[src/hw/rtl/ile_pkg.sv]
// Shared types and constants of the indexed list engine.
package ile_pkg;

   localparam int CMD_W = 2;
   localparam int IDX_W = 7;
   localparam int DATA_W = 32;
   localparam int STATUS_W = 2;
   localparam int FPOS_W = 7;

   localparam logic [FPOS_W-1:0] NO_POS = '1;

   typedef enum logic [CMD_W-1:0] {
      CMD_GET    = 2'd0,
      CMD_LOCATE = 2'd1,
      CMD_INSERT = 2'd2,
      CMD_DELETE = 2'd3
   } command_type;

   typedef enum logic [STATUS_W-1:0] {
      ST_OK      = 2'd0,
      ST_RANGE   = 2'd1,
      ST_FULL    = 2'd2,
      ST_MISSING = 2'd3
   } status_type;

   typedef enum logic [1:0] {
      FSM_IDLE,
      FSM_SCAN,
      FSM_POST
   } fsm_state_type;

   typedef struct packed {
      logic hit;
      logic [DATA_W-1:0] data;
      logic [FPOS_W-1:0] pos;
   } carrier_type;

   typedef struct packed {
      logic insert_en;
      logic delete_en;
      command_type cmd;
      logic [IDX_W-1:0] index;
      logic [DATA_W-1:0] value;
   } cell_ctrl_type;

endpackage

[src/hw/rtl/ile_cell.sv]
// One list cell: holds one entry, shifts with its neighbors and forwards the scan carrier.
module ile_cell import ile_pkg::*; #(
   parameter int CNT_W = 7,
   parameter int POS = 0
) (
   input  logic clock,
   input  cell_ctrl_type ctrl,
   input  logic [CNT_W-1:0] count,
   input  logic [DATA_W-1:0] left_data,
   input  logic [DATA_W-1:0] right_data,
   input  carrier_type carrier_in,
   output logic [DATA_W-1:0] data,
   output carrier_type carrier_out
);

   localparam int CMP_W = (CNT_W > IDX_W) ? CNT_W : IDX_W;
   localparam logic [CMP_W-1:0] POS_C = CMP_W'(POS);

   logic [DATA_W-1:0] entry_ff, entry_in;
   carrier_type carrier_ff, carrier_in_next;
   logic [CMP_W-1:0] idx_c, cnt_c;
   logic sel;

   assign idx_c = CMP_W'(ctrl.index);
   assign cnt_c = CMP_W'(count);

   always_comb begin
      if (ctrl.cmd == CMD_LOCATE) begin
         sel = (POS_C < cnt_c) && (entry_ff == ctrl.value);
      end else begin
         sel = (POS_C == idx_c);
      end
   end

   // The first selected cell along the chain claims the carrier.
   always_comb begin
      carrier_in_next = carrier_in;
      if (!carrier_in.hit && sel) begin
         carrier_in_next.hit = 1'b1;
         carrier_in_next.data = entry_ff;
         carrier_in_next.pos = FPOS_W'(POS);
      end
   end

   always_comb begin
      entry_in = entry_ff;
      if (ctrl.insert_en) begin
         if (POS_C == idx_c) begin
            entry_in = ctrl.value;
         end else if (POS_C > idx_c) begin
            entry_in = left_data;
         end
      end else if (ctrl.delete_en) begin
         if (POS_C >= idx_c) begin
            entry_in = right_data;
         end
      end
   end

   always_ff @(posedge clock) begin
      entry_ff <= entry_in;
      carrier_ff <= carrier_in_next;
   end

   assign data = entry_ff;
   assign carrier_out = carrier_ff;

endmodule

[config.mk]
export PLATFORM = sky130hd
export DESIGN_NAME = ile_cell
export DESIGN_NICKNAME = d
export VERILOG_FILES = /design/src/hw/rtl/ile_pkg.sv /design/src/hw/rtl/ile_cell.sv
export SDC_FILE = /design/constraint.sdc
export NUM_CORES = 1
export LEC_CHECK = 0
export ABC_AREA = 1
export BUFFER_PORTS_ARGS = -buffer_cell sky130_fd_sc_hd__buf_4
export CAP_MARGIN = 20
export CORE_MARGIN = 8
export CORE_UTILIZATION = 42
export CTS_CLUSTER_SIZE = 25
export DETAILED_ROUTE_END_ITERATION = 6
export HOLD_SLACK_MARGIN = 0.08
export PLACE_DENSITY = 0.78
export SETUP_SLACK_MARGIN = 0.3
export SYNTH_ARGS = -nofsm -noshare
export SYNTH_HDL_FRONTEND = slang
export SYNTH_SLANG_ARGS = --single-unit
[constraint.sdc]
create_clock -name clock -period 3.5 [get_ports clock]
set_input_delay 0.7 -clock clock [delete_from_list [all_inputs] [get_ports clock]]
set_output_delay 0.7 -clock clock [all_outputs]
set_load 0.02 [all_outputs]
# Word level (Yosys, flattened, before mapping)
# Index checks and enable logic that the tools add are counted.
# op_classes
n_reduce_logical,7
muxes,7
eq_ne,3
order_cmp,3
# ops
operator,n
32-bit two-way mux,5
39-bit two-way mux,1
32-bit equality test,1
"1-bit by 7-bit greater-or-equal comparator with 1-bit output, first input constant",1
"1-bit by 7-bit > comparator with 1-bit output, first input constant",1
7-bit zero test,1
"1-bit by 7-bit < comparator with 1-bit output, first input constant",1
2-bit nonzero test,2
"3-bit by 1-bit inequality test with 1-bit output, second input constant",1
3-bit AND reduction,1
"2-bit by 1-bit equality test with 1-bit output, second input constant",1
1-bit logical AND,2
1-bit zero test,1
1-bit two-way mux,1
# word_totals
word_cells,24
output_inout_bits,72
inputBits,155
reg_bits,72

# Logic depth before layout (Yosys ltp)
# Gate-level depths: netlist (run 1).
# logic_depth
ltp_word,5
mapped_depth,13
mapped_depth_nobuf,12

# Worst setup path before layout (run 1)
# OpenSTA, ideal clock, no wires.
# synth_path
kind,input -> register
startpoint,input port ctrl[42] (netlist bit)
endpoint,"register entry_ff[0], in the netlist data[0] (enable)"
t_arrival_ns,2.636
setup_ns,0.421
path_slack_ns,0.443
required_time_ns,3.079
path_stages,4
n_path_buf,2
path_cell_list,clkbuf_1 > clkbuf_1 > nor2_1 > nor2_1
# synth_between
elab_chain_cells,2
word_cells_on_any_way,4
classes_between,1 x eq/ne; 3 x reduce/logical
# synth_lines
item,line,rtl
from (decl),ile_cell.sv:7,"input cell_ctrl_type ctrl,"
3-bit by 1-bit inequality test with 1-bit output (no line) or 2-bit nonzero test (tied branches),-,
3-bit AND reduction (no line) *,-,
to (signal assigned),ile_cell.sv:61,entry_ff <= entry_in;
to (decl),ile_cell.sv:19,"logic [DATA_W-1:0] entry_ff, entry_in;"
# Every way passes the cells marked *; elsewhere a longest branch is shown, timed or not.
# A chain may end at the register's enable or synchronous reset.

# Final worst setup path (run 1)
# layout_path
startpoint,input port ctrl[33] (netlist bit)
endpoint,"register entry_ff[16], in the netlist data[16] (enable)"
# layout_between
elab_chain_cells,3
word_cells_on_any_way,6
classes_between,2 x order compare; 1 x eq/ne; 3 x reduce/logical
# layout_lines
item,line,rtl
"1-bit by 7-bit > comparator with 1-bit output, or another cell as far along",ile_cell.sv:50,end else if (POS_C > idx_c) begin
3-bit by 1-bit inequality test with 1-bit output (no line) or 2-bit nonzero test (tied branches),-,
3-bit AND reduction (no line) *,-,
# Marks and branches as above.

==> results of run 1 <==
[flip-flops by register name, summed over array words and instances, names as in the netlist]
register / cells
carrier_out: 40
data: 32
[where the power goes]
part           total, mW  internal (mW)  switching, mW
logic              0.374          0.200          0.174
clock network      0.593          0.297          0.296
registers          0.926          0.915         0.0111
total               1.89           1.41          0.481
[per-stage QoR]
step / hold slack (ps) / cells / cell area [µm²] / setup slack [ps]
after floorplan: 653 / 425 / 3430 / 443
after global placement: 541 / 739 / 5200 / 1120
after detailed placement: 550 / 739 / 5200 / 1100
after CTS: 534 / 755 / 5370 / 1450
after global routing: 536 / 755 / 5370 / 1350
final: 547 / 755 / 5370 / 1470
[area by class of cell]
type / instances / area [µm²] / share of cell area (%)
Clock buffer: 15 / 166 / 3.10
Clock inverter: 1 / 5.00 / 0.0932
Inverter: 15 / 56.3 / 1.05
Multi-Input combinational cell: 314 / 1500 / 27.9
Sequential cell: 72 / 1760 / 32.8
Tap cell: 105 / 131 / 2.45
Timing Repair Buffer: 233 / 1750 / 32.6
[critical path, delay by kind of cell]
family / cells / cell delay [ps]
buf+inv: 3 / 640
simple gates: 3 / 700
[cells by family (layout without fill, tap and decap cells)]
| group | count (synthesis) | in the layout |
|---|---|---|
| and+or+nand+nor | 217 | 217 |
| DFF | 72 | 72 |
| AOI/OAI and AO/OA | 71 | 71 |
| buffers and inverters | 39 | 264 |
| xor gates and xnor gates | 26 | 26 |
[routing by layer]
metal / up-vias / track usage, %
met4: 0 / 8.44
met3: 19 / 6.78
met1: 1668 / 23.1
li1: 1834 / -
met2: 159 / 37.3
met5: - / 0
[placed cells by master, fill, tap and decap left out, types with 2 or more instances in the layout]
cell type,count
a21boi_0,7
a21oi_1,64
buf_4,233
clkbuf_1,4
clkbuf_8,11
dfxtp_1,40
edfxtp_1,32
inv_1,14
nand2_1,123
nand3_1,36
nand4_1,3
nor2_1,49
nor2_4,2
xnor2_1,23
xor2_1,3
[path summary, 6_finish.rpt]
path	cells past startpoint	end	slack (ps)	start
max	6	data[16]	1470	ctrl[33]
min	3	carrier_out[21]	550	carrier_in[21]
max reg2reg	10	carrier_out[21]	1610	data[16]
min reg2reg	2	carrier_out[24]	550	data[17]
==> summary.md, run 1 <==
| Metric | Value |
|---|---|
| Slew HR | `29.1%` |
| Post-Synth Simple-Gate Area | `26.0%` |
| Max Cap Viol | `0` |
| Top_reg_cell synth | `dfxtp_1` |
| Clk_lat worst skew | `340 ps` |
| Setup Skew | `12.7 ps` |
| 1st-pass router iterations | `4` |
| Cells after Synth | `425` |
| Via count | `3,680` |
| Mean Syn Cell Area | `8.07 µm²` |
| Filler cells | `693` |
| Initial Utilization | `42.6%` |
| Post-Syn Nets | `580` |
| Buffers added on ports | `226` |
| Nets | `800` |
| Number of global-route vias before repair | `3,780` |
| Die H | `106 µm` |
| Leakage Power | `2.54 nW` |
| Max-slew violation count | `0` |
| Area growth from synthesis to layout | `56.6%` |
| Critical Path RT | `3520 ps` |
| Setup TNS | `0 ps` |
| Post-synth cell types | `22` |
| Result of the run | `complete, no violations` |
| Core area | `0.00805 mm²` |
| Total power | `1.89 mW` |
| Largest net degree at the start of global routing | `40` |
| Inserted Diodes | `0` |
| Clock transition at path regs | `80 ps` |
| Max H-tree Level | `3` |
| Clock Sinks | `72` |
| Post-synth EDFFs | `32` |
| Placer Congestion | `0.821` |
| Count leader, synth | `nand2_1` |
| Clock buffer depth | `2` |
| Crit start category | `input port` |
| Met2 wire len | `6.43 mm` |
| Final Hold Vio Count | `0` |
| Worst slew pin tran | `1060 ps` |
| Antenna violations before repair | `0` |
| Post-CTS setup repair buffer count | `0` |
| Routed wl met3 | `1.04 mm` |
| Std-Cell Rows | `33` |
| CP max FO | `19` |
| Gr ovfl total | `0` |
| Global-route wire length before repair | `19.1 mm` |
| Worst path arrival time | `2050 ps` |
| Drt wl/cell | `16.6 µm` |
| Adder-cell share of the synthesized area | `0%` |
| Post-Syn Area | `0.00343 mm²` |
| Number of synthesized register bits | `72` |
| Achievable Freq | `0.493 GHz` |
| Mux contribution to synthesized area | `0%` |
| Resized cells post-CTS | `0` |
| Share of cells above drive strength 1 | `38.6%` |
| Post-route ant nets | `0` |
| Crit path top cell by count | `buf_4` |
| Fin crit period | `2030 ps` |
| # DRC | `0` |
| Ranking of synthesized cells by area | `edfxtp_1 (28%), dfxtp_1 (23%), nand2_1 (13%), a21oi_1 (9.3%), xnor2_1 (5.9%)` |
| Die area | `0.0113 mm²` |
| DR iter-0 viols | `136` |
| M1 WL | `4.82 mm` |
| Power Dens Cells | `353 mW/mm²` |
| Gr usage total | `21.2%` |
| Final Setup Violations | `0` |
| Top Metal Used | `met4` |
| Hold_buf cts | `0` |
| WL final | `12.5 mm` |
| Type of the tightest min-delay check | `input port to flip-flop` |
| XOR/XNOR share of the synthesized area | `6.64%` |
| Worst path slowest cell | `nor2_4` |
| Critical path endpoint category | `flip-flop` |
| Yosys top cell by area | `edfxtp_1` |
| Fin util | `66.7%` |
| Vias per cell | `4.87` |
| Critical path class | `input port to flip-flop` |
| Root buffer cell | `clkbuf_8` |
| RSZ-0062 raised after global routing | `no` |
| Peak VDD IR | `171 µV` |
| Cts bufs inserted | `9` |
| Asr flop ratio synth | `0%` |
| Yosys warns | `0` |
| CP peak stage delay | `440 ps` |
| Fin crit share | `58.0%` |
| DP HPWL | `9.69 mm` |
| Largest family of logic cells by synthesized area | `simple AND/OR/NAND/NOR gates` |
| Crit-path cells | `buf_4 > nor3_2 > nand3_2 > buf_4 > nor2_4 > buf_4` |
| TritonCTS clock tree | `built` |
| Register area share after synthesis | `51.4%` |
| # IOs | `227` |
| Synth top area share | `28.0%` |
| DIE WIDTH | `106 µm` |
| Synth Area in Compound Gates | `10.9%` |
| Commonest cells in the netlist | `nand2_1 (123), a21oi_1 (64), nor2_1 (50)` |
(Power assumes the default switching activity.)
==> run 2, diff against run 1 <==
- ABC_AREA: 1 -> 0
- CORE_UTILIZATION: 42 -> 41
- clock period: 3.5 -> 1.9 ns (I/O delays scaled with it)
==> summary.md, run 2 <==
| Metric | Value |
|---|---|
| M1 GR Usage | `22.6%` |
| Setup TNS | `-18,340 ps` |
| Crit start category | `flip-flop` |
| Crit-path cells | `xor2_1 > nor4_2 > nand4_1 > o41ai_4 > buf_6 > buf_8 > mux2_2` |
| Clock transition at path regs | `80 ps` |
| Nets | `711` |
| Fin crit period | `2400 ps` |
| Worst path arrival time | `2630 ps` |
| # IOs | `227` |
| Die area | `0.0111 mm²` |
| Setup Skew | `12.8 ps` |
| Power Dens Cells | `593 mW/mm²` |
| Placed cells | `641` |
| Global-route wire length before repair | `19.4 mm` |
| Yosys warns | `0` |
| Clock Sinks | `72` |
| Number of global-route vias before repair | `3,596` |
| Max-slew violation count | `0` |
| Core area | `0.00773 mm²` |
| Vias per cell | `4.82` |
| Worst Slack Setup Final | `-500 ps` |
| Area growth from synthesis to layout | `79.6%` |
| Gr ovfl total | `0` |
| Top_reg_cell synth | `dfxtp_1` |
| Hold path endpoint | `carrier_out[37]` |
| Achievable Freq | `0.417 GHz` |
| Worst Hold Launch | `carrier_in[37]` |
| Type of the tightest min-delay check | `input port to flip-flop` |
| Mean Syn Cell Area | `11.7 µm²` |
| Antenna violations before repair | `0` |
| Std-Cell Rows | `32` |
| Commonest cells in the netlist | `dfxtp_1 (40), nor2_1 (35), a21oi_1 (32), edfxtp_1 (32), mux2i_1 (32)` |
| 1st-pass router iterations | `4` |
| DP Area | `0.00545 mm²` |
| Worst path depth | `7` |
| Critical path class | `flip-flop to flip-flop` |
| Worst path slowest cell | `edfxtp_1` |
| CP top delay family | `simple AND/OR/NAND/NOR gates` |
| Post-synth EDFFs | `32` |
| CP Buf/Inv Count | `2` |
| Initial Utilization | `42.1%` |
| TritonCTS clock tree | `built` |
| CP peak stage delay | `430 ps` |
| Count leader, synth | `dfxtp_1` |
| Max H-tree Level | `3` |
| Final Setup Violations | `39` |
| Commonest non-fill, non-tap cell in the layout | `buf_4` |
| Final Hold Vio Count | `0` |
| Synth top area share | `29.5%` |
| Post-Syn Area | `0.00326 mm²` |
| Number of flip-flops in the largest register | `40` |
| Gr usage total | `22.3%` |
| Root buffer cell | `clkbuf_8` |
| DIE WIDTH | `105 µm` |
| Placer Congestion | `0.764` |
| Cts bufs inserted | `9` |
| Most frequent cells in the layout | `buf_4 (272), dfxtp_1 (40), nor2_1 (34)` |
| Violated checks | `setup timing` |
| Leakage Power | `2.95 nW` |
| Cells after Synth | `278` |
| Largest net degree at the start of global routing | `35` |
| RSZ-0062 raised after global routing | `yes` |
| Worst reg-to-reg path cell count | `7` |
| Post-synth cell types | `21` |
| Clk_lat worst skew | `340 ps` |
| Most Crowded Layer GR | `met2` |
| Number of synthesized register bits | `72` |
| Via count | `3,192` |
| Routing usage on met2 | `41.0%` |
| DR iter-0 viols | `57` |
| # DRC | `0` |
| Asr flop ratio synth | `0%` |
| Register area share after synthesis | `54.1%` |
| Fin crit share | `126%` |
| Buffers added on ports | `226` |
| R2r endpoint | `carrier_out[29]` |
| WL final | `12.8 mm` |
| Drt wl/cell | `19.3 µm` |
| Clock buffer depth | `2` |
| Critical Path RT | `2130 ps` |
| Post-Syn Nets | `433` |
| Worst reg2reg setup slack | `-500 ps` |
| Die H | `105 µm` |
| Max Cap Viol | `0` |
| Hold path cells | `2` |
| Ranking of synthesized cells by area | `edfxtp_1 (30%), dfxtp_1 (25%), mux2_2 (10%), mux2i_1 (9.8%), xor2_1 (8.3%)` |
| Worst slew pin tran | `435 ps` |
| Peak VDD IR | `339 µV` |
| Finished layout cell area | `0.00585 mm²` |
| DP HPWL | `10.3 mm` |
| Reg-to-Reg Start | `data[6]` |
| Critical path endpoint category | `flip-flop` |
| Total power | `3.47 mW` |
| Slew HR | `70.8%` |
| Met3 GRT Util | `8.29%` |
| Post-route ant nets | `0` |
| CP max FO | `9` |
| Hold_buf cts | `0` |
| Share of cells above drive strength 1 | `59.3%` |
| Cell Count, Final, Fillers Out | `662` |
| Result of the run | `complete, but fails checks` |
| Yosys top cell by area | `edfxtp_1` |
| Inserted Diodes | `0` |
## run 2: logic make-up (layout without fill, tap and decap cells)
family / count (synthesis) / in the layout / synth area share (%)
AO/OA/AOI/OAI: 33 / 33 / 5.42
XOR/XNOR: 32 / 32 / 8.61
buffers and inverters: 14 / 296 / 1.92
flip-flops: 72 / 72 / 54.1
multiplexers: 64 / 64 / 20.9
AND/OR/NAND/NOR: 63 / 63 / 9.07
## run 2: power breakdown
part	leakage (nW)	switching (mW)	internal, mW
Combinational	2.22	0.258	0.378
Clock	0.0910	0.572	0.577
Sequential	0.635	0.0148	1.67
Total	2.95	0.844	2.62
## run 2: worst max-delay path by stage
stage	from	endpoint	slack, ps
after floorplan	data[5]	carrier_out[35]	-350
after global placement	ctrl[5]	carrier_out[25]	-620
after detailed placement	ctrl[5]	carrier_out[20]	-660
after CTS	data[24]	carrier_out[29]	-440
after global routing	data[6]	carrier_out[34]	-540
final	data[6]	carrier_out[29]	-500
## run 2: what timing repair did
action	CTS	global route
pin swaps	4	3
endpoints found under the setup margin	40	40
endpoints found under the hold margin	0	0
cloned	1	0
buffers inserted	2	3
resized for setup	37	6
## run 2: stage by stage
| step | util (%) | worst slack [ps] | hold slack (ps) |
|---|---|---|---|
| floorplan | - | -347 | 484 |
| global placement | 70.5 | -619 | 589 |
| detailed placement | 70.5 | -661 | 596 |
| CTS | 75.0 | -440 | 248 |
| global route | 75.7 | -539 | 243 |
| finish | 75.7 | -500 | 254 |
## run 2: routing by layer
layer / part of all wire, % / routed length (µm) / vias up
met5: 0 / 0 / -
met4: 1.7 / 222 / 0
met3: 8.5 / 1090 / 18
met2: 53 / 6760 / 138
met1: 37 / 4690 / 1489
li1: - / - / 1547
## run 2: layout make-up
type | instances | area [µm²]
timing repair buffer | 281 | 2190
clock buffer | 12 | 166
clock inverter | 3 | 16.3
tap | 102 | 128
sequential | 72 | 1760
multi-input combinational | 192 | 1590
fill | 518 | 1880
