--- src/hw/rtl/ile_pkg.sv ---
// Shared types and constants of the indexed list engine.
package ile_pkg;

   localparam int CMD_W = 2;
   localparam int IDX_W = 7;
   localparam int DATA_W = 32;
   localparam int STATUS_W = 2;
   localparam int FPOS_W = 7;

   localparam logic [FPOS_W-1:0] NO_POS = '1;

   typedef enum logic [CMD_W-1:0] {
      CMD_GET    = 2'd0,
      CMD_LOCATE = 2'd1,
      CMD_INSERT = 2'd2,
      CMD_DELETE = 2'd3
   } command_type;

   typedef enum logic [STATUS_W-1:0] {
      ST_OK      = 2'd0,
      ST_RANGE   = 2'd1,
      ST_FULL    = 2'd2,
      ST_MISSING = 2'd3
   } status_type;

   typedef enum logic [1:0] {
      FSM_IDLE,
      FSM_SCAN,
      FSM_POST
   } fsm_state_type;

   typedef struct packed {
      logic hit;
      logic [DATA_W-1:0] data;
      logic [FPOS_W-1:0] pos;
   } carrier_type;

   typedef struct packed {
      logic insert_en;
      logic delete_en;
      command_type cmd;
      logic [IDX_W-1:0] index;
      logic [DATA_W-1:0] value;
   } cell_ctrl_type;

endpackage

--- src/hw/rtl/ile_req_if.sv ---
// Command channel of the indexed list engine.
interface ile_req_if import ile_pkg::*; ();
   logic valid;
   logic ready;
   logic [CMD_W-1:0] command;
   logic [IDX_W-1:0] index;
   logic signed [DATA_W-1:0] value;

   modport source (output valid, command, index, value, input ready);
   modport sink (input valid, command, index, value, output ready);
endinterface

--- src/hw/rtl/ile_rsp_if.sv ---
// Result channel of the indexed list engine.
interface ile_rsp_if import ile_pkg::*; ();
   logic valid;
   logic ready;
   logic [STATUS_W-1:0] status;
   logic signed [DATA_W-1:0] read_value;
   logic signed [FPOS_W-1:0] found_position;
   logic [IDX_W-1:0] count;

   modport source (output valid, status, read_value, found_position, count, input ready);
   modport sink (input valid, status, read_value, found_position, count, output ready);
endinterface

--- src/hw/rtl/ile_ctrl.sv ---
// Command sequencer, entry count and result register of the indexed list engine.
module ile_ctrl import ile_pkg::*; #(
   parameter int DEPTH = 64
) (
   input  logic clock,
   input  logic reset,
   ile_req_if.sink req_ch,
   ile_rsp_if.source rsp_ch,
   input  carrier_type scan_result,
   output cell_ctrl_type cell_ctrl,
   output logic [$clog2(DEPTH+1)-1:0] count
);

   localparam int CNT_W = $clog2(DEPTH + 1);
   localparam int SCAN_W = $clog2(DEPTH);
   localparam int CMP_W = (CNT_W > IDX_W) ? CNT_W : IDX_W;
   localparam logic [CNT_W-1:0] FULL_CNT = CNT_W'(DEPTH);
   localparam logic [SCAN_W-1:0] SCAN_LAST = SCAN_W'(DEPTH - 1);

   fsm_state_type state_ff, state_in;
   command_type cmd_ff;
   logic [IDX_W-1:0] idx_ff;
   logic [DATA_W-1:0] val_ff;
   status_type status_ff, status_in;
   logic [SCAN_W-1:0] scan_cnt_ff, scan_cnt_in;
   logic [CNT_W-1:0] cnt_ff, cnt_in;
   logic rsp_valid_ff, rsp_valid_in;
   status_type rsp_status_ff;
   logic [DATA_W-1:0] rsp_read_ff;
   logic [FPOS_W-1:0] rsp_pos_ff;
   logic [IDX_W-1:0] rsp_count_ff;

   command_type req_cmd;
   logic [CMP_W-1:0] idx_c, cnt_c;
   logic accept, need_scan, out_free, post_fire, scan_last;
   status_type status_final;
   logic op_ok;

   assign req_cmd = command_type'(req_ch.command);
   assign idx_c = CMP_W'(req_ch.index);
   assign cnt_c = CMP_W'(cnt_ff);
   assign accept = req_ch.valid && req_ch.ready;
   assign out_free = !rsp_valid_ff || rsp_ch.ready;
   assign scan_last = (scan_cnt_ff == SCAN_LAST);

   always_comb begin
      case (req_cmd)
         CMD_GET, CMD_DELETE: status_in = (idx_c < cnt_c) ? ST_OK : ST_RANGE;
         CMD_INSERT: begin
            if (cnt_ff == FULL_CNT) begin
               status_in = ST_FULL;
            end else if (idx_c > cnt_c) begin
               status_in = ST_RANGE;
            end else begin
               status_in = ST_OK;
            end
         end
         default: status_in = ST_OK;
      endcase
   end

   assign need_scan = (status_in == ST_OK) && (req_cmd != CMD_INSERT);

   always_comb begin
      state_in = state_ff;
      case (state_ff)
         FSM_IDLE: begin
            if (accept) begin
               state_in = need_scan ? FSM_SCAN : FSM_POST;
            end
         end
         FSM_SCAN: begin
            if (scan_last) begin
               state_in = FSM_POST;
            end
         end
         FSM_POST: begin
            if (out_free) begin
               state_in = FSM_IDLE;
            end
         end
         default: state_in = FSM_IDLE;
      endcase
   end

   always_comb begin
      req_ch.ready = (state_ff == FSM_IDLE);
      post_fire = (state_ff == FSM_POST) && out_free;
      scan_cnt_in = (state_ff == FSM_SCAN) ? scan_cnt_ff + SCAN_W'(1) : '0;
   end

   always_comb begin
      if (cmd_ff == CMD_LOCATE && status_ff == ST_OK && !scan_result.hit) begin
         status_final = ST_MISSING;
      end else begin
         status_final = status_ff;
      end
      op_ok = (status_final == ST_OK);
      if (op_ok && cmd_ff == CMD_INSERT) begin
         cnt_in = cnt_ff + CNT_W'(1);
      end else if (op_ok && cmd_ff == CMD_DELETE) begin
         cnt_in = cnt_ff - CNT_W'(1);
      end else begin
         cnt_in = cnt_ff;
      end
      if (post_fire) begin
         rsp_valid_in = 1'b1;
      end else if (rsp_ch.ready) begin
         rsp_valid_in = 1'b0;
      end else begin
         rsp_valid_in = rsp_valid_ff;
      end
   end

   always_ff @(posedge clock) begin
      if (reset) begin
         state_ff <= FSM_IDLE;
         cnt_ff <= '0;
         rsp_valid_ff <= 1'b0;
      end else begin
         state_ff <= state_in;
         rsp_valid_ff <= rsp_valid_in;
         if (post_fire) begin
            cnt_ff <= cnt_in;
         end
      end
   end

   always_ff @(posedge clock) begin
      scan_cnt_ff <= scan_cnt_in;
      if (accept) begin
         cmd_ff <= req_cmd;
         idx_ff <= req_ch.index;
         val_ff <= req_ch.value;
         status_ff <= status_in;
      end
      if (post_fire) begin
         rsp_status_ff <= status_final;
         rsp_read_ff <= (op_ok && (cmd_ff == CMD_GET || cmd_ff == CMD_DELETE)) ?
                        scan_result.data : '0;
         rsp_pos_ff <= (op_ok && cmd_ff == CMD_LOCATE) ? scan_result.pos : NO_POS;
         rsp_count_ff <= IDX_W'(cnt_in);
      end
   end

   always_comb begin
      cell_ctrl.insert_en = post_fire && op_ok && (cmd_ff == CMD_INSERT);
      cell_ctrl.delete_en = post_fire && op_ok && (cmd_ff == CMD_DELETE);
      cell_ctrl.cmd = cmd_ff;
      cell_ctrl.index = idx_ff;
      cell_ctrl.value = val_ff;
   end

   assign count = cnt_ff;
   assign rsp_ch.valid = rsp_valid_ff;
   assign rsp_ch.status = rsp_status_ff;
   assign rsp_ch.read_value = rsp_read_ff;
   assign rsp_ch.found_position = rsp_pos_ff;
   assign rsp_ch.count = rsp_count_ff;

   a_count_bound: assert property (@(posedge clock) disable iff (reset)
      cnt_ff <= FULL_CNT)
      else $error("Entry count exceeds the list depth.");

   a_accept_leaves_idle: assert property (@(posedge clock) disable iff (reset)
      accept |=> state_ff != FSM_IDLE)
      else $error("Accepted command did not start.");

   a_insert_grows: assert property (@(posedge clock) disable iff (reset)
      cell_ctrl.insert_en |=> cnt_ff == $past(cnt_ff) + CNT_W'(1))
      else $error("Insert did not grow the count.");

   a_result_from_post: assert property (@(posedge clock) disable iff (reset)
      $rose(rsp_valid_ff) |-> $past(state_ff) == FSM_POST)
      else $error("Result appeared outside the completion step.");

endmodule

--- src/flat_wrapper.sv ---
// flat-port wrapper written by rule: the top's interface ports become plain ports
module ile_ctrl_flat import ile_pkg::*;
#(
   parameter int DEPTH = 64
)
  (clock, reset, scan_result, cell_ctrl, count, req_ch_valid, req_ch_command, req_ch_index, req_ch_value, req_ch_ready, rsp_ch_valid, rsp_ch_status, rsp_ch_read_value, rsp_ch_found_position, rsp_ch_count, rsp_ch_ready);
  ile_req_if req_ch_i ();
  ile_rsp_if rsp_ch_i ();
  input  logic clock;
  input  logic reset;
  input  carrier_type scan_result;
  output cell_ctrl_type cell_ctrl;
  output logic [$clog2(DEPTH+1)-1:0] count;
  input wire logic [$bits(req_ch_i.valid)-1:0] req_ch_valid;
  input wire logic [$bits(req_ch_i.command)-1:0] req_ch_command;
  input wire logic [$bits(req_ch_i.index)-1:0] req_ch_index;
  input wire logic [$bits(req_ch_i.value)-1:0] req_ch_value;
  output wire logic [$bits(req_ch_i.ready)-1:0] req_ch_ready;
  output wire logic [$bits(rsp_ch_i.valid)-1:0] rsp_ch_valid;
  output wire logic [$bits(rsp_ch_i.status)-1:0] rsp_ch_status;
  output wire logic [$bits(rsp_ch_i.read_value)-1:0] rsp_ch_read_value;
  output wire logic [$bits(rsp_ch_i.found_position)-1:0] rsp_ch_found_position;
  output wire logic [$bits(rsp_ch_i.count)-1:0] rsp_ch_count;
  input wire logic [$bits(rsp_ch_i.ready)-1:0] rsp_ch_ready;
  assign req_ch_i.valid = req_ch_valid;
  assign req_ch_i.command = req_ch_command;
  assign req_ch_i.index = req_ch_index;
  assign req_ch_i.value = req_ch_value;
  assign req_ch_ready = req_ch_i.ready;
  assign rsp_ch_valid = rsp_ch_i.valid;
  assign rsp_ch_status = rsp_ch_i.status;
  assign rsp_ch_read_value = rsp_ch_i.read_value;
  assign rsp_ch_found_position = rsp_ch_i.found_position;
  assign rsp_ch_count = rsp_ch_i.count;
  assign rsp_ch_i.ready = rsp_ch_ready;
  ile_ctrl #(.DEPTH(DEPTH)) u_core (.clock(clock), .reset(reset), .req_ch(req_ch_i), .rsp_ch(rsp_ch_i), .scan_result(scan_result), .cell_ctrl(cell_ctrl), .count(count));
endmodule
--- config.mk ---
export PLATFORM = sky130hd
export DESIGN_NAME = ile_ctrl_flat
export DESIGN_NICKNAME = d
export VERILOG_FILES = /design/src/hw/rtl/ile_pkg.sv /design/src/hw/rtl/ile_req_if.sv /design/src/hw/rtl/ile_rsp_if.sv /design/src/hw/rtl/ile_ctrl.sv /design/src/flat_wrapper.sv
export SDC_FILE = /design/constraint.sdc
export NUM_CORES = 1
export LEC_CHECK = 0
export CAP_MARGIN = 20
export CORE_UTILIZATION = 45
export CTS_BUF_LIST = sky130_fd_sc_hd__clkbuf_8 sky130_fd_sc_hd__clkbuf_16
export DETAILED_ROUTE_END_ITERATION = 6
export DONT_BUFFER_PORTS = 1
export GPL_ROUTABILITY_DRIVEN = 0
export PLACE_DENSITY_LB_ADDON = 0.2
export SLEW_MARGIN = 20
export SYNTH_ARGS = -nofsm -noshare
export SYNTH_HDL_FRONTEND = slang
export SYNTH_SLANG_ARGS = --single-unit
--- constraint.sdc ---
create_clock -name clock -period 5 [get_ports clock]
set_input_delay 0.25 -clock clock [delete_from_list [all_inputs] [get_ports clock]]
set_output_delay 0.25 -clock clock [all_outputs]
set_load 0.02 [all_outputs]
=== After elaboration in Yosys (flattened, before gate mapping) ===
Index checks and enable logic that the tools add are counted.

* Word-level logic and storage cells: 69
* Input port bits: 85
* Output and inout port bits: 100
* Register bits after elaboration: 107

* Mux-type cells: 14
* Reductions and logical operators: 25
* Add/subtract/negate cells: 3
* Magnitude comparators: 2
* Equal/unequal tests: 13

{| class="wikitable"
|+ Operators by type and width
! cell !! number
|-
| $mux W7 || 2
|-
| $logic_and A1 B1 Y1 || 12
|-
| $logic_not A2 Y1 || 6
|-
| $mux W2 || 6
|-
| $eq A2 B2 Y1 const B || 5
|-
| $add A7 B1 Y7 const B || 1
|-
| $eq A7 B7 Y1 const B || 1
|-
| $gt A7 B7 Y1 || 1
|-
| $lt A7 B7 Y1 || 1
|-
| $sub A7 B1 Y7 const B || 1
|-
| $add A6 B1 Y6 const B || 1
|-
| $eq A6 B6 Y1 const B || 1
|-
| $pmux W2 S3 || 1
|-
| $eq A2 B1 Y1 const B || 2
|-
| $mux W1 || 4
|-
| $ne A2 B1 Y1 const B || 2
|-
| $ne A2 B2 Y1 const B || 2
|-
| $pmux W2 S2 || 1
|-
| $reduce_and A3 Y1 || 1
|-
| $logic_not A1 Y1 || 2
|-
| $logic_or A1 B1 Y1 || 2
|-
| $reduce_bool A2 Y1 || 1
|-
| $reduce_or A2 Y1 || 1
|}

=== Logic depth before layout (Yosys ltp) ===
Gate-level depths: netlist of run 1.

* Word-level depth: 9
* Gate-level depth with buffers: 8
* Mapped depth without buffers: 7

=== Least setup slack after synthesis of run 1 ===
No wires, ideal clock.

* Path kind: reg-to-reg
* Start: register u_core.state_ff[0]
* End: register u_core.cmd_ff[0], enable pin
* Required time: 4595 ps
* Setup time: 405 ps
* Setup slack: 2682 ps
* Arrival time: 1913 ps
* Clock period less this slack: 2318 ps
* Buffers on the path: 1
* Cell stages (with the launch flop): 4
* Cells stage by stage: dfxtp_1 -> clkbuf_1 -> nor2_1 -> and2_1

* Cells in the longest elaborated chain, start to end: 2

{| class="wikitable"
|+ RTL lines
! what !! line !! RTL
|-
| from (decl) || ile_ctrl.sv:20 || <nowiki>fsm_state_type state_ff, state_in;</nowiki>
|-
| from (signal assigned) || ile_ctrl.sv:121 || <nowiki>state_ff <= state_in;</nowiki>
|-
| $logic_not A2 Y1 || ile_ctrl.sv:87 || <nowiki>req_ch.ready = (state_ff == FSM_IDLE);</nowiki>
|-
| via req_ch_ready || flat_wrapper.sv:18 || <nowiki>output wire logic [$bits(req_ch_i.ready)-1:0] req_ch_ready;</nowiki>
|-
| $logic_and A1 B1 Y1 || ile_ctrl.sv:42 || <nowiki>assign accept = req_ch.valid && req_ch.ready;</nowiki>
|-
| via u_core.accept || ile_ctrl.sv:35 || <nowiki>logic accept, need_scan, out_free, post_fire, scan_last;</nowiki>
|-
| to (signal assigned) || ile_ctrl.sv:132 || <nowiki>cmd_ff <= req_cmd;</nowiki>
|-
| to (decl) || ile_ctrl.sv:21 || <nowiki>command_type cmd_ff;</nowiki>
|}

The timed path passes the listed nets, and every way through them passes these cells.
A chain may end at the register's enable or synchronous reset.

==> out/metrics.json, run 1 <==
{
  "vias_per_inst": {"value": 5.27},
  "ios": {"value": 185},
  "setup.worst_path.end_class": {"value": "primary output"},
  "n_fill_cell": {"value": 779},
  "proportion_of_synthesized_chip_area_in_sequential_cells": {"value": 0.716},
  "critical_path.startpoint_type": {"value": "register"},
  "number_of_vias_in_the_routed_layout": {"value": 2438},
  "max_vdd_drop": {"value": 178, "unit": "uV"},
  "static-leakage-power": {"value": 1.75, "unit": "nW"},
  "status": {"value": "complete, no violations"},
  "std_cell_rows": {"value": 35},
  "finalSetupViolations": {"value": 0},
  "cts-root-to-sink-buffers": {"value": 2},
  "crit_chain": {"value": "nand2b_1, nand2b_1, inv_2, nand2_1, nor3_1"},
  "cts-htree-levels": {"value": 3},
  "ys.warnings.count": {"value": 0},
  "worst_path_largest_cell_delay": {"value": 0.56, "unit": "ns"},
  "timing.clock.skew": {"value": 0.00880, "unit": "ns"},
  "post_synth_main_area_contributors": {"value": "sky130_fd_sc_hd__edfxtp_1 64%, sky130_fd_sc_hd__dfxtp_1 7.5%, sky130_fd_sc_hd__and2_1 5.0%"},
  "die_h": {"value": 99.3, "unit": "um"},
  "max-slew-margin-rel": {"value": 0.321},
  "initial_antenna_violation_count": {"value": 0},
  "final_antenna_net_count": {"value": 0},
  "number_of_global_route_vias_before_repair": {"value": 2376},
  "final_layout_size_suffix_gt1_frac": {"value": 0.0710},
  "finish.net_count": {"value": 447},
  "synth.net_count": {"value": 399},
  "worst_path_most_repeated_cell": {"value": "sky130_fd_sc_hd__nand2b_1"},
  "min_path_type": {"value": "in2reg"},
  "core_area": {"value": 9200, "unit": "sq um"},
  "clock.fmax": {"value": 385, "unit": "MHz"},
  "finalHoldViolations": {"value": 0},
  "cts-buffers-inserted": {"value": 9},
  "synth-seq-cells": {"value": 107},
  "setup_tns": {"value": 0, "unit": "ns"},
  "rsz0062_at_grt": {"value": "no"},
  "syn_avg_cell_area": {"value": 14.3, "unit": "sq um"},
  "finalCritPeriodShare": {"value": 0.520},
  "synth_top_cell_area_share": {"value": 0.641},
  "synth_cell_types": {"value": 39},
  "cts_sinks": {"value": 107},
  "detailed_routing_iteration_count_for_the_pre_antenna_repair_pass": {"value": 4},
  "arrival": {"value": 2.35, "unit": "ns"},
  "drv_slew": {"value": 0},
  "detailedPlacementHpwl": {"value": 5590, "unit": "um"},
  "cpLargestDelayFamily": {"value": "simple AND/OR/NAND/NOR gates"},
  "clkTransAtPathRegs": {"value": 0.11, "unit": "ns"},
  "globalRouteOverflowTotal": {"value": 0},
  "maxCapViolations": {"value": 0},
  "worst_path_buffer_plus_inverter_count": {"value": 1},
  "grt_pass1_wl": {"value": 12400, "unit": "um"},
  "route.detailed.wl_per_inst": {"value": 17.9, "unit": "um"},
  "track_usage": {"value": 0.168},
  "synth_top_area_cell": {"value": "sky130_fd_sc_hd__edfxtp_1"},
  "insertedDiodeCount": {"value": 0},
  "post_synth_top_cells": {"value": "91 x sky130_fd_sc_hd__edfxtp_1, 34 x sky130_fd_sc_hd__and2_1, 20 x sky130_fd_sc_hd__nor2_1, 16 x sky130_fd_sc_hd__dfxtp_1"},
  "finalCriticalPeriod": {"value": 2.60, "unit": "ns"},
  "clock_tree_from_tritoncts": {"value": "yes"},
  "cts-root-buf": {"value": "sky130_fd_sc_hd__clkbuf_8"},
  "timing_worst_slew_pin_value": {"value": 1.02, "unit": "ns"},
  "syn_inst": {"value": 299},
  "total_power": {"value": 1.87, "unit": "mW"},
  "synthMostInstantiatedCell": {"value": "sky130_fd_sc_hd__edfxtp_1"},
  "crit_type": {"value": "reg2out"},
  "number_of_enable_flip_flop_cells_after_synthesis": {"value": 91},
  "pwr_cell_area": {"value": 373, "unit": "nW/um^2"},
  "fp.dieArea": {"value": 9870, "unit": "sq um"},
  "number_of_buffer_cells_added_on_primary_ports": {"value": 0},
  "clock_latency_of_the_later_clocked_register_in_the_worst_skew_pair": {"value": 0.36, "unit": "ns"},
  "routed_wl": {"value": 8270, "unit": "um"},
  "post-route-drc-count": {"value": 0},
  "ys_dominant_reg_cell": {"value": "sky130_fd_sc_hd__edfxtp_1"},
  "die_width": {"value": 99.3, "unit": "um"},
  "layout-area-overhead-vs-synth": {"value": 17.5, "unit": "%"},
  "crit_slowest_cell": {"value": "sky130_fd_sc_hd__nor3_1"},
  "dr.first_iter.drc_count": {"value": 98},
  "synth.cell_area": {"value": 4260, "unit": "sq um"},
  "synth_async_sr_flop_share": {"value": 0},
  "critPathRequiredTime": {"value": 4.75, "unit": "ns"},
  "starting_density_of_the_core": {"value": 0.464},
  "cp_max_fo": {"value": 27},
  "grt_start_max_net_pins": {"value": 44}
}
[logic make-up after synthesis]
family | after synthesis | synth area share
AOI/OAI and AO/OA | 27 | 0.0387
xor gates and xnor gates | 11 | 0.0226
adders and majority gates | 15 | 0.0440
buffers and inverters | 22 | 0.0203
DFF | 107 | 0.716
muxes | 4 | 0.0103
and+or+nand+nor | 113 | 0.148
[layout by cell type (no fill, tap or decap), types with 2 or more instances in the layout]
master / count
sky130_fd_sc_hd__and3_1: 2
sky130_fd_sc_hd__nand2_1: 13
sky130_fd_sc_hd__a21oi_1: 11
sky130_fd_sc_hd__o22ai_1: 2
sky130_fd_sc_hd__ha_1: 15
sky130_fd_sc_hd__or3_1: 4
sky130_fd_sc_hd__mux2_1: 2
sky130_fd_sc_hd__nor2_1: 20
sky130_fd_sc_hd__xnor2_1: 10
sky130_fd_sc_hd__o21ai_0: 5
sky130_fd_sc_hd__nand3_1: 6
sky130_fd_sc_hd__clkbuf_8: 9
sky130_fd_sc_hd__o21bai_1: 2
sky130_fd_sc_hd__inv_1: 15
sky130_fd_sc_hd__a211oi_1: 2
sky130_fd_sc_hd__dlygate4sd3_1: 42
sky130_fd_sc_hd__inv_6: 4
sky130_fd_sc_hd__edfxtp_1: 91
sky130_fd_sc_hd__and2_1: 33
sky130_fd_sc_hd__nand4_1: 6
sky130_fd_sc_hd__nor3_1: 7
sky130_fd_sc_hd__nand2b_1: 13
sky130_fd_sc_hd__dfxtp_1: 16
[sequential cells by signal (all words and copies together), names as in the netlist]
| signal | count |
|---|---|
| u_core.rsp_ch.count | 7 |
| u_core.rsp_ch.found_position | 7 |
| u_core.idx_ff | 7 |
| u_core.val_ff | 32 |
| u_core.cmd_ff | 2 |
| u_core.scan_cnt_ff | 6 |
| u_core.status_ff | 2 |
| u_core.rsp_ch.status | 2 |
| u_core.rsp_ch.read_value | 32 |
| u_core.state_ff | 2 |
| u_core.rsp_ch.valid | 1 |
| u_core.count | 7 |
[layer usage]
layer	global-route usage	vias up	share of wire
li1	-	1165	-
met1	0.203	1167	0.41
met2	0.286	93	0.51
met3	0.0499	13	0.058
met4	0.0588	0	0.015
met5	0	-	0
[worst register-to-register path, cell delays in order (launching register included)]
cell and delay, ns:
sky130_fd_sc_hd__edfxtp_1 0.54, sky130_fd_sc_hd__ha_1 0.29, sky130_fd_sc_hd__nand2b_1 0.23, sky130_fd_sc_hd__nand4_1 0.18, sky130_fd_sc_hd__or3_1 0.41, sky130_fd_sc_hd__a21oi_2 0.15
sky130_fd_sc_hd__mux2_1 0.32
[area by class of cell]
cell class | count | area [sq um] | share of cell area
sequential | 107 | 3050 | 0.610
multi-input combinational | 170 | 1120 | 0.225
inverter | 16 | 60.1 | 0.0120
tap | 111 | 139 | 0.0277
timing repair buffer | 43 | 428 | 0.0854
clock buffer | 9 | 124 | 0.0247
clock inverter | 7 | 80.1 | 0.0160
[metrics by stage]
step,worst slack [ns],util,hold WS [ns],instances,instance area (sq um)
finish,2.40,0.545,0.0534,463,5010
global route,2.14,0.545,0.0405,463,5010
global placement,2.77,0.477,0.321,405,4380
floorplan,2.68,-,0.349,299,4260
CTS,2.34,0.545,0.0384,463,5010
detailed placement,2.70,0.477,0.326,405,4380
[repair_timing]
item                      in CTS  in global routing
hold endpoints to repair      48                  0
hold buffers                  42                  0
resized for setup              0                  0
setup buffers                  0                  0
[power by group]
part / total, mW / leakage (nW) / internal [mW] / switching, mW
Clock: 0.551 / 0.105 / 0.241 / 0.310
Combinational: 0.155 / 0.678 / 0.0620 / 0.0933
Sequential: 1.16 / 0.969 / 1.06 / 0.104
Total: 1.87 / 1.75 / 1.36 / 0.506
[final timing paths]
kind,slack (ns),to,startpoint,cells past startpoint
max,2.40,cell_ctrl[41],u_core.state_ff[0],5
min,0.05,u_core.state_ff[0],req_ch_valid,2
max reg2reg,2.77,u_core.count[5],u_core.cmd_ff[0],6
min reg2reg,0.45,u_core.scan_cnt_ff[0],u_core.scan_cnt_ff[0],1
(Power assumes the default switching activity.)
==> inputs of run 2 (changes only) <==
--- a/config.mk
+++ b/config.mk
@@ -5,6 +5,7 @@
 export SDC_FILE = /design/constraint.sdc
 export NUM_CORES = 1
 export LEC_CHECK = 0
+export ABC_AREA = 1
 export CAP_MARGIN = 20
 export CORE_UTILIZATION = 45
 export CTS_BUF_LIST = sky130_fd_sc_hd__clkbuf_8 sky130_fd_sc_hd__clkbuf_16
==> constraint.sdc (replaced) <==
create_clock -name clock -period 2.14 [get_ports clock]
set_input_delay 0.107 -clock clock [delete_from_list [all_inputs] [get_ports clock]]
set_output_delay 0.107 -clock clock [all_outputs]
set_load 0.02 [all_outputs]
==> out/metrics.json, run 2 <==
{
  "status": {"value": "complete, no violations"},
  "fp.dieArea": {"value": 10300, "unit": "sq um", "change": "+4.6%"},
  "utilization": {"value": 0.611, "change": "+0.0661"},
  "timing.clock.skew": {"value": 0.0131, "unit": "ns", "change": "+0.00431 ns"},
  "final_antenna_net_count": {"value": 0, "change": "unchanged"},
  "layout.cells.most_common_list": {"value": "91 x sky130_fd_sc_hd__edfxtp_1, 83 x sky130_fd_sc_hd__dlygate4sd3_1, 82 x sky130_fd_sc_hd__inv_1"},
  "syn_avg_cell_area": {"value": 11.0, "unit": "sq um", "change": "-23%"},
  "ios": {"value": 185, "change": "unchanged"},
  "insertedDiodeCount": {"value": 0, "change": "unchanged"},
  "critPathRequiredTime": {"value": 2.03, "unit": "ns", "change": "-2.72 ns"},
  "synth_cell_types": {"value": 25, "change": "-36%"},
  "cp_max_fo": {"value": 8, "change": "-70%"},
  "dp_slack": {"value": 0.442, "unit": "ns", "change": "-2.26 ns"},
  "maxCapViolations": {"value": 0, "change": "unchanged"},
  "post_synth_main_area_contributors": {"value": "sky130_fd_sc_hd__edfxtp_1 61%, sky130_fd_sc_hd__dfxtp_1 7.2%, sky130_fd_sc_hd__inv_1 6.9%"},
  "crit_type": {"value": "reg2out"},
  "finalCritPeriodShare": {"value": 0.922},
  "track_usage": {"value": 0.189, "change": "+0.0209"},
  "n_fill_cell": {"value": 777, "change": "-0.26%"},
  "layout-area-overhead-vs-synth": {"value": 28.9, "unit": "%"},
  "core_area": {"value": 9420, "unit": "sq um", "change": "+2.4%"},
  "min_path_type": {"value": "in2reg"},
  "total_power": {"value": 5.19, "unit": "mW", "change": "+180%"},
  "die_width": {"value": 102, "unit": "um", "change": "+2.3%"},
  "setup_tns": {"value": 0, "unit": "ns", "change": "unchanged"},
  "synth-seq-cells": {"value": 107, "change": "unchanged"},
  "finish.net_count": {"value": 612, "change": "+37%"},
  "ys_dominant_reg_cell": {"value": "sky130_fd_sc_hd__edfxtp_1"},
  "starting_density_of_the_core": {"value": 0.474, "change": "+0.0103"},
  "route.detailed.wl_per_inst": {"value": 14.9, "unit": "um", "change": "-16%"},
  "grt_start_max_net_pins": {"value": 35, "change": "-20%"},
  "cts-root-to-sink-buffers": {"value": 2, "change": "unchanged"},
  "post-route-drc-count": {"value": 0, "change": "unchanged"},
  "drv_slew": {"value": 0, "change": "unchanged"},
  "ys.warnings.count": {"value": 0, "change": "unchanged"},
  "initial_antenna_violation_count": {"value": 0, "change": "unchanged"},
  "die_h": {"value": 102, "unit": "um", "change": "+2.3%"},
  "cts-root-buf": {"value": "sky130_fd_sc_hd__clkbuf_8"},
  "detailedPlacementHpwl": {"value": 6610, "unit": "um", "change": "+18%"},
  "proportion_of_synthesized_chip_area_in_sequential_cells": {"value": 0.684, "change": "-0.0319"},
  "synth.cell_area": {"value": 4460, "unit": "sq um", "change": "+4.7%"},
  "clkTransAtPathRegs": {"value": 0.10, "unit": "ns", "change": "about the same"},
  "finalSetupViolations": {"value": 0, "change": "unchanged"},
  "finalCriticalPeriod": {"value": 1.97, "unit": "ns"},
  "syn_inst": {"value": 407, "change": "+36%"},
  "finalInstanceArea": {"value": 5750, "unit": "sq um", "change": "+15%"},
  "detailed_routing_iteration_count_for_the_pre_antenna_repair_pass": {"value": 4, "change": "unchanged"},
  "max-slew-margin-rel": {"value": 0.688, "change": "+0.367"},
  "routed_wl": {"value": 9640, "unit": "um", "change": "+17%"},
  "mostFrequentLayoutCell": {"value": "sky130_fd_sc_hd__edfxtp_1"},
  "post_synth_top_cells": {"value": "91 x sky130_fd_sc_hd__edfxtp_1, 82 x sky130_fd_sc_hd__inv_1, 72 x sky130_fd_sc_hd__nand2_1, 59 x sky130_fd_sc_hd__nor2_1, 17 x sky130_fd_sc_hd__nand3_1"},
  "clock_latency_of_the_later_clocked_register_in_the_worst_skew_pair": {"value": 0.35, "unit": "ns", "change": "about the same"},
  "clock.fmax": {"value": 507, "unit": "MHz"},
  "cts_sinks": {"value": 107, "change": "unchanged"},
  "setup.worst_path.end_class": {"value": "primary output"},
  "number_of_vias_in_the_routed_layout": {"value": 3028, "change": "+24%"},
  "multi_input_comb_area": {"value": 1070, "unit": "sq um", "change": "-4.9%"},
  "post_cts_resize_count": {"value": 0, "change": "unchanged"},
  "synthMostInstantiatedCell": {"value": "sky130_fd_sc_hd__edfxtp_1"},
  "seq_area": {"value": 3050, "unit": "sq um", "change": "unchanged"},
  "globalRouteOverflowTotal": {"value": 0, "change": "unchanged"},
  "cts_hold_buffers": {"value": 83, "change": "+98%"},
  "cts-buffers-inserted": {"value": 9, "change": "unchanged"},
  "synth_top_cell_area_share": {"value": 0.612, "change": "-0.0286"},
  "number_of_buffer_cells_added_on_primary_ports": {"value": 0, "change": "unchanged"},
  "synth_async_sr_flop_share": {"value": 0, "change": "unchanged"},
  "cts_post_setup_buffers_inserted": {"value": 0, "change": "unchanged"},
  "synth.net_count": {"value": 507, "change": "+27%"},
  "post-route-worst-setup-slack": {"value": 0.167, "unit": "ns", "change": "-2.23 ns"},
  "final_layout_size_suffix_gt1_frac": {"value": 0.0851, "change": "+0.0141"},
  "number_of_enable_flip_flop_cells_after_synthesis": {"value": 91, "change": "unchanged"},
  "pwr_cell_area": {"value": 903, "unit": "nW/um^2", "change": "+140%"},
  "std_cell_rows": {"value": 35, "change": "unchanged"},
  "vias_per_inst": {"value": 4.69, "change": "-11%"},
  "max_vdd_drop": {"value": 471, "unit": "uV", "change": "+170%"},
  "arrival": {"value": 1.87, "unit": "ns", "change": "-0.48 ns"},
  "rsz0062_at_grt": {"value": "no"},
  "static-leakage-power": {"value": 2.40, "unit": "nW", "change": "+37%"},
  "grt_pass1_wl": {"value": 14700, "unit": "um", "change": "+18%"},
  "post_detailed_placement_cell_area": {"value": 4740, "unit": "sq um", "change": "+8.2%"},
  "timing_worst_slew_pin_value": {"value": 0.466, "unit": "ns", "change": "-0.552 ns"},
  "cts-htree-levels": {"value": 3, "change": "unchanged"},
  "dr.first_iter.drc_count": {"value": 67, "change": "-32%"},
  "critical_path.startpoint_type": {"value": "register"},
  "synth_top_area_cell": {"value": "sky130_fd_sc_hd__edfxtp_1"},
  "number_of_global_route_vias_before_repair": {"value": 3002, "change": "+26%"},
  "finalHoldViolations": {"value": 0, "change": "unchanged"},
  "clock_tree_from_tritoncts": {"value": "yes"}
}
run 2: changes by cell type in the layout (fill, tap and decap cells not counted), moves of 9 or more:
cell,previous run,this run
sky130_fd_sc_hd__inv_1,15,82
sky130_fd_sc_hd__nand2_1,13,72
sky130_fd_sc_hd__buf_4,1,15
sky130_fd_sc_hd__nor2_1,20,58
sky130_fd_sc_hd__nand2b_1,13,0
sky130_fd_sc_hd__xnor2_1,10,1
sky130_fd_sc_hd__and2_1,33,0
sky130_fd_sc_hd__nand3_1,6,17
sky130_fd_sc_hd__dlygate4sd3_1,42,83
run 2: logic make-up (layout without fill, tap and decap cells):
family	after synthesis	count (layout)	share of synthesized area
and+or+nand+nor	161	161	0.150
DFF	107	107	0.684
buffers and inverters	92	202	0.0777
AOI/OAI and AO/OA	24	24	0.0306
adders and majority gates	15	15	0.0421
xor gates and xnor gates	8	8	0.0157
run 2: where the power goes:
part	total, mW	switching [mW]	internal (mW)	leakage (nW)
sequential	3.04	0.396	2.64	0.977
combinational	1.05	0.654	0.395	1.34
clock	1.10	0.674	0.430	0.0864
total	5.19	1.72	3.47	2.40
run 2: metal layers:
layer  share of wire  up-vias  track usage
met2            0.50      128        0.336
met3           0.078       18       0.0566
met4           0.017        0       0.0713
li1                -     1506            -
met5               0        -            0
met1            0.40     1376        0.213
run 2: layout make-up:
| cell class | count | area share |
|---|---|---|
| timing repair buffer | 99 | 0.168 |
| tap | 129 | 0.0281 |
| clock inverter | 7 | 0.00914 |
| clock buffer | 9 | 0.0215 |
| inverter | 87 | 0.0568 |
| multi-input combinational | 208 | 0.186 |
| sequential | 107 | 0.531 |
run 2: worst max-delay path: stages, from the launching register on:
cell                       delay, ns
sky130_fd_sc_hd__edfxtp_1       0.40
sky130_fd_sc_hd__ha_1           0.23
sky130_fd_sc_hd__inv_1          0.11
sky130_fd_sc_hd__o211ai_2       0.14
sky130_fd_sc_hd__nor2_4         0.23
sky130_fd_sc_hd__inv_2          0.14
sky130_fd_sc_hd__nor2_1         0.12
sky130_fd_sc_hd__buf_4          0.15
run 2: final timing paths:
path | from | endpoint | slack (ns) | cells past startpoint
setup / recovery | u_core.cmd_ff[0] | cell_ctrl[42] | 0.17 | 7
hold reg to reg | u_core.scan_cnt_ff[0] | u_core.scan_cnt_ff[0] | 0.46 | 1
hold / removal | req_ch_valid | u_core.state_ff[0] | 0.09 | 3
setup reg to reg | u_core.count[1] | u_core.state_ff[0] | 0.44 | 11
run 2: per-stage QoR:
step	hold WS [ns]	cells
3_3_place_gp	0.183	547
6_report	0.0860	646
5_1_grt	0.0942	646
2_1_floorplan	0.206	407
4_1_cts	0.0671	646
3_5_place_dp	0.182	547
==> inputs of run 3 (changes only) <==
--- a/config.mk
+++ b/config.mk
@@ -8,11 +8,12 @@
 export ABC_AREA = 1
 export CAP_MARGIN = 20
 export CORE_UTILIZATION = 45
-export CTS_BUF_LIST = sky130_fd_sc_hd__clkbuf_8 sky130_fd_sc_hd__clkbuf_16
+export CTS_BUF_LIST = sky130_fd_sc_hd__clkbuf_4 sky130_fd_sc_hd__clkbuf_8
 export DETAILED_ROUTE_END_ITERATION = 6
 export DONT_BUFFER_PORTS = 1
 export GPL_ROUTABILITY_DRIVEN = 0
 export PLACE_DENSITY_LB_ADDON = 0.2
+export SETUP_SLACK_MARGIN = 0.3
 export SLEW_MARGIN = 20
 export SYNTH_ARGS = -nofsm -noshare
 export SYNTH_HDL_FRONTEND = slang
==> out/metrics.json, run 3 (same netlist as run 2, synthesis figures left out) <==
{
  "status": {"value": "complete, no violations"},
  "cp_max_fo": {"value": 8, "change": "unchanged"},
  "max-slew-margin-rel": {"value": 0.687, "change": "-0.00143"},
  "clock.fmax": {"value": 579, "unit": "MHz", "change": "+14%"},
  "die_width": {"value": 102, "unit": "um", "change": "unchanged"},
  "timing_worst_slew_pin_value": {"value": 0.468, "unit": "ns", "change": "+0.00195 ns"},
  "setup.worst_path.end_class": {"value": "primary output"},
  "final_antenna_net_count": {"value": 0, "change": "unchanged"},
  "track_usage": {"value": 0.189, "change": "+0.000194"},
  "switching_share": {"value": 0.334, "change": "+0.00184"},
  "insertedDiodeCount": {"value": 0, "change": "unchanged"},
  "maxCapViolations": {"value": 0, "change": "unchanged"},
  "clkTransAtPathRegs": {"value": 0.10, "unit": "ns", "change": "about the same"},
  "fp.dieArea": {"value": 10300, "unit": "sq um", "change": "unchanged"},
  "drv_slew": {"value": 0, "change": "unchanged"},
  "number_of_buffer_cells_added_on_primary_ports": {"value": 0, "change": "unchanged"},
  "detailedPlacementHpwl": {"value": 6410, "unit": "um", "change": "-3.0%"},
  "min_path_type": {"value": "in2reg"},
  "clock_tree_from_tritoncts": {"value": "yes"},
  "final_layout_size_suffix_gt1_frac": {"value": 0.106, "change": "+0.0209"},
  "post-route-worst-setup-slack": {"value": 0.411, "unit": "ns", "change": "+0.245 ns"},
  "critical_path.startpoint_type": {"value": "register"},
  "pwr_cell_area": {"value": 913, "unit": "nW/um^2", "change": "+1.2%"},
  "starting_density_of_the_core": {"value": 0.474, "change": "unchanged"},
  "initial_antenna_violation_count": {"value": 0, "change": "unchanged"},
  "detailed_routing_iteration_count_for_the_pre_antenna_repair_pass": {"value": 4, "change": "unchanged"},
  "cts-root-buf": {"value": "sky130_fd_sc_hd__clkbuf_8"},
  "p_int": {"value": 3.54, "unit": "mW", "change": "+2.1%"},
  "fin_hold_ws": {"value": 0.0876, "unit": "ns", "change": "+0.00158 ns"},
  "total_power": {"value": 5.32, "unit": "mW", "change": "+2.4%"},
  "ios": {"value": 185, "change": "unchanged"},
  "layout.cells.most_common_list": {"value": "91 x sky130_fd_sc_hd__edfxtp_1, 83 x sky130_fd_sc_hd__dlygate4sd3_1, 81 x sky130_fd_sc_hd__inv_1"},
  "layout-area-overhead-vs-synth": {"value": 30.5, "unit": "%"},
  "mostFrequentLayoutCell": {"value": "sky130_fd_sc_hd__edfxtp_1"},
  "setup_tns": {"value": 0, "unit": "ns", "change": "unchanged"},
  "globalRouteOverflowTotal": {"value": 0, "change": "unchanged"},
  "static-leakage-power": {"value": 2.43, "unit": "nW", "change": "+1.1%"},
  "power_frac_clock": {"value": 0.223, "change": "+0.010"},
  "finalHoldViolations": {"value": 0, "change": "unchanged"},
  "route.detailed.wl_per_inst": {"value": 15.1, "unit": "um", "change": "+1.2%"},
  "finish.net_count": {"value": 614, "change": "+0.33%"},
  "max_vdd_drop": {"value": 453, "unit": "uV", "change": "-3.9%"},
  "finalCriticalPeriod": {"value": 1.73, "unit": "ns", "change": "-0.245 ns"},
  "crit_type": {"value": "reg2out"},
  "combinational_group_share_of_total_power": {"value": 0.206, "change": "+0.004"},
  "dp_slack": {"value": 0.393, "unit": "ns", "change": "-0.0490 ns"},
  "finalCritPeriodShare": {"value": 0.808, "change": "-0.114"},
  "seqPwrFrac": {"value": 0.571, "change": "-0.014"},
  "post_detailed_placement_cell_area": {"value": 4730, "unit": "sq um", "change": "-0.18%"},
  "cts-buffers-inserted": {"value": 9, "change": "unchanged"},
  "cts-htree-levels": {"value": 3, "change": "unchanged"},
  "die_h": {"value": 102, "unit": "um", "change": "unchanged"},
  "number_of_global_route_vias_before_repair": {"value": 2992, "change": "-0.33%"},
  "std_cell_rows": {"value": 35, "change": "unchanged"},
  "cts_sinks": {"value": 107, "change": "unchanged"},
  "dr.first_iter.drc_count": {"value": 98, "change": "+46%"},
  "finalSetupViolations": {"value": 0, "change": "unchanged"},
  "core_area": {"value": 9420, "unit": "sq um", "change": "unchanged"},
  "netSwitchingPower": {"value": 1.77, "unit": "mW", "change": "+3.0%"},
  "arrival": {"value": 1.62, "unit": "ns", "change": "-0.25 ns"},
  "timing.clock.skew": {"value": 0.0129, "unit": "ns", "change": "-0.000255 ns"},
  "vias_per_inst": {"value": 4.70, "change": "+0.35%"},
  "finalInstanceArea": {"value": 5820, "unit": "sq um", "change": "+1.2%"},
  "rsz0062_at_grt": {"value": "no"},
  "clock_latency_of_the_later_clocked_register_in_the_worst_skew_pair": {"value": 0.36, "unit": "ns", "change": "about the same"},
  "grt_pass1_wl": {"value": 14600, "unit": "um", "change": "-0.71%"},
  "number_of_vias_in_the_routed_layout": {"value": 3048, "change": "+0.66%"},
  "post-route-drc-count": {"value": 0, "change": "unchanged"},
  "n_fill_cell": {"value": 760, "change": "-2.2%"},
  "critPathRequiredTime": {"value": 2.03, "unit": "ns", "change": "about the same"},
  "cts-root-to-sink-buffers": {"value": 2, "change": "unchanged"},
  "grt_start_max_net_pins": {"value": 46, "change": "+31%"},
  "routed_wl": {"value": 9780, "unit": "um", "change": "+1.5%"}
}
[run 3: changes by cell type in the layout (fill, tap and decap cells not counted), sizes merged]
cell / before / now
clkinv: 5 / 1
inv: 88 / 92
buf: 16 / 18
clkbuf: 9 / 10
clkinvlp: 1 / 0
[run 3: timing repair]
| item | in CTS | in global routing |
|---|---|---|
| resized for setup | 1 | 4 |
| hold buffers | 83 | 0 |
| setup endpoints to repair | 2 | 6 |
| endpoints found under the hold margin | 91 | 0 |
| pin swaps | 1 | 2 |
| buffers inserted | 3 | 3 |
[run 3: worst max-delay path, stage by stage, from the launching register on]
cell and delay (ns):
sky130_fd_sc_hd__edfxtp_1 0.40, sky130_fd_sc_hd__inv_1 0.07, sky130_fd_sc_hd__ha_2 0.20, sky130_fd_sc_hd__inv_2 0.06
sky130_fd_sc_hd__o211ai_4 0.22, sky130_fd_sc_hd__nor2_4 0.08, sky130_fd_sc_hd__inv_2 0.16, sky130_fd_sc_hd__nor2_4 0.08
[run 3: layer usage]
metal | global-route usage | part of all wire
met2 | 0.336 | 0.49
met5 | 0 | 0
met3 | 0.0559 | 0.084
met1 | 0.206 | 0.40
met4 | 0.0892 | 0.025
[run 3: final cells by class]
cell class	instances	area, sq um	share of cell area
Clock inverter	6	53.8	0.00924
Sequential cell	107	3060	0.525
Tap cell	129	161	0.0277
Timing Repair Buffer	101	978	0.168
Inverter	87	329	0.0565
Clock buffer	10	138	0.0236
Multi-Input combinational cell	208	1110	0.190
[run 3: power groups by stage]
stage               logic, mW  clock network, mW  registers [mW]
floorplan               0.647                  0            3.09
detailed placement      0.927                  0            3.09
CTS                      1.08               1.22            3.04
global placement        0.904                  0            3.08
finish                   1.10               1.18            3.04
global route             1.23               1.28            3.07
[run 3: through the flow]
| stage | util | cells |
|---|---|---|
| 2_1_floorplan | - | 407 |
| 3_3_place_gp | 0.503 | 543 |
| 3_5_place_dp | 0.503 | 543 |
| 4_1_cts | 0.615 | 645 |
| 5_1_grt | 0.618 | 648 |
| 6_report | 0.618 | 648 |
[run 3: final timing paths]
path,slack (ns),from,to,depth (start not counted)
worst max-delay path,0.41,u_core.cmd_ff[1],cell_ctrl[42],7
worst min-delay path,0.09,req_ch_valid,u_core.state_ff[0],4
worst max register to register,0.46,u_core.cmd_ff[1],u_core.rsp_ch.count[0],8
worst min register to register,0.46,u_core.scan_cnt_ff[0],u_core.scan_cnt_ff[0],1
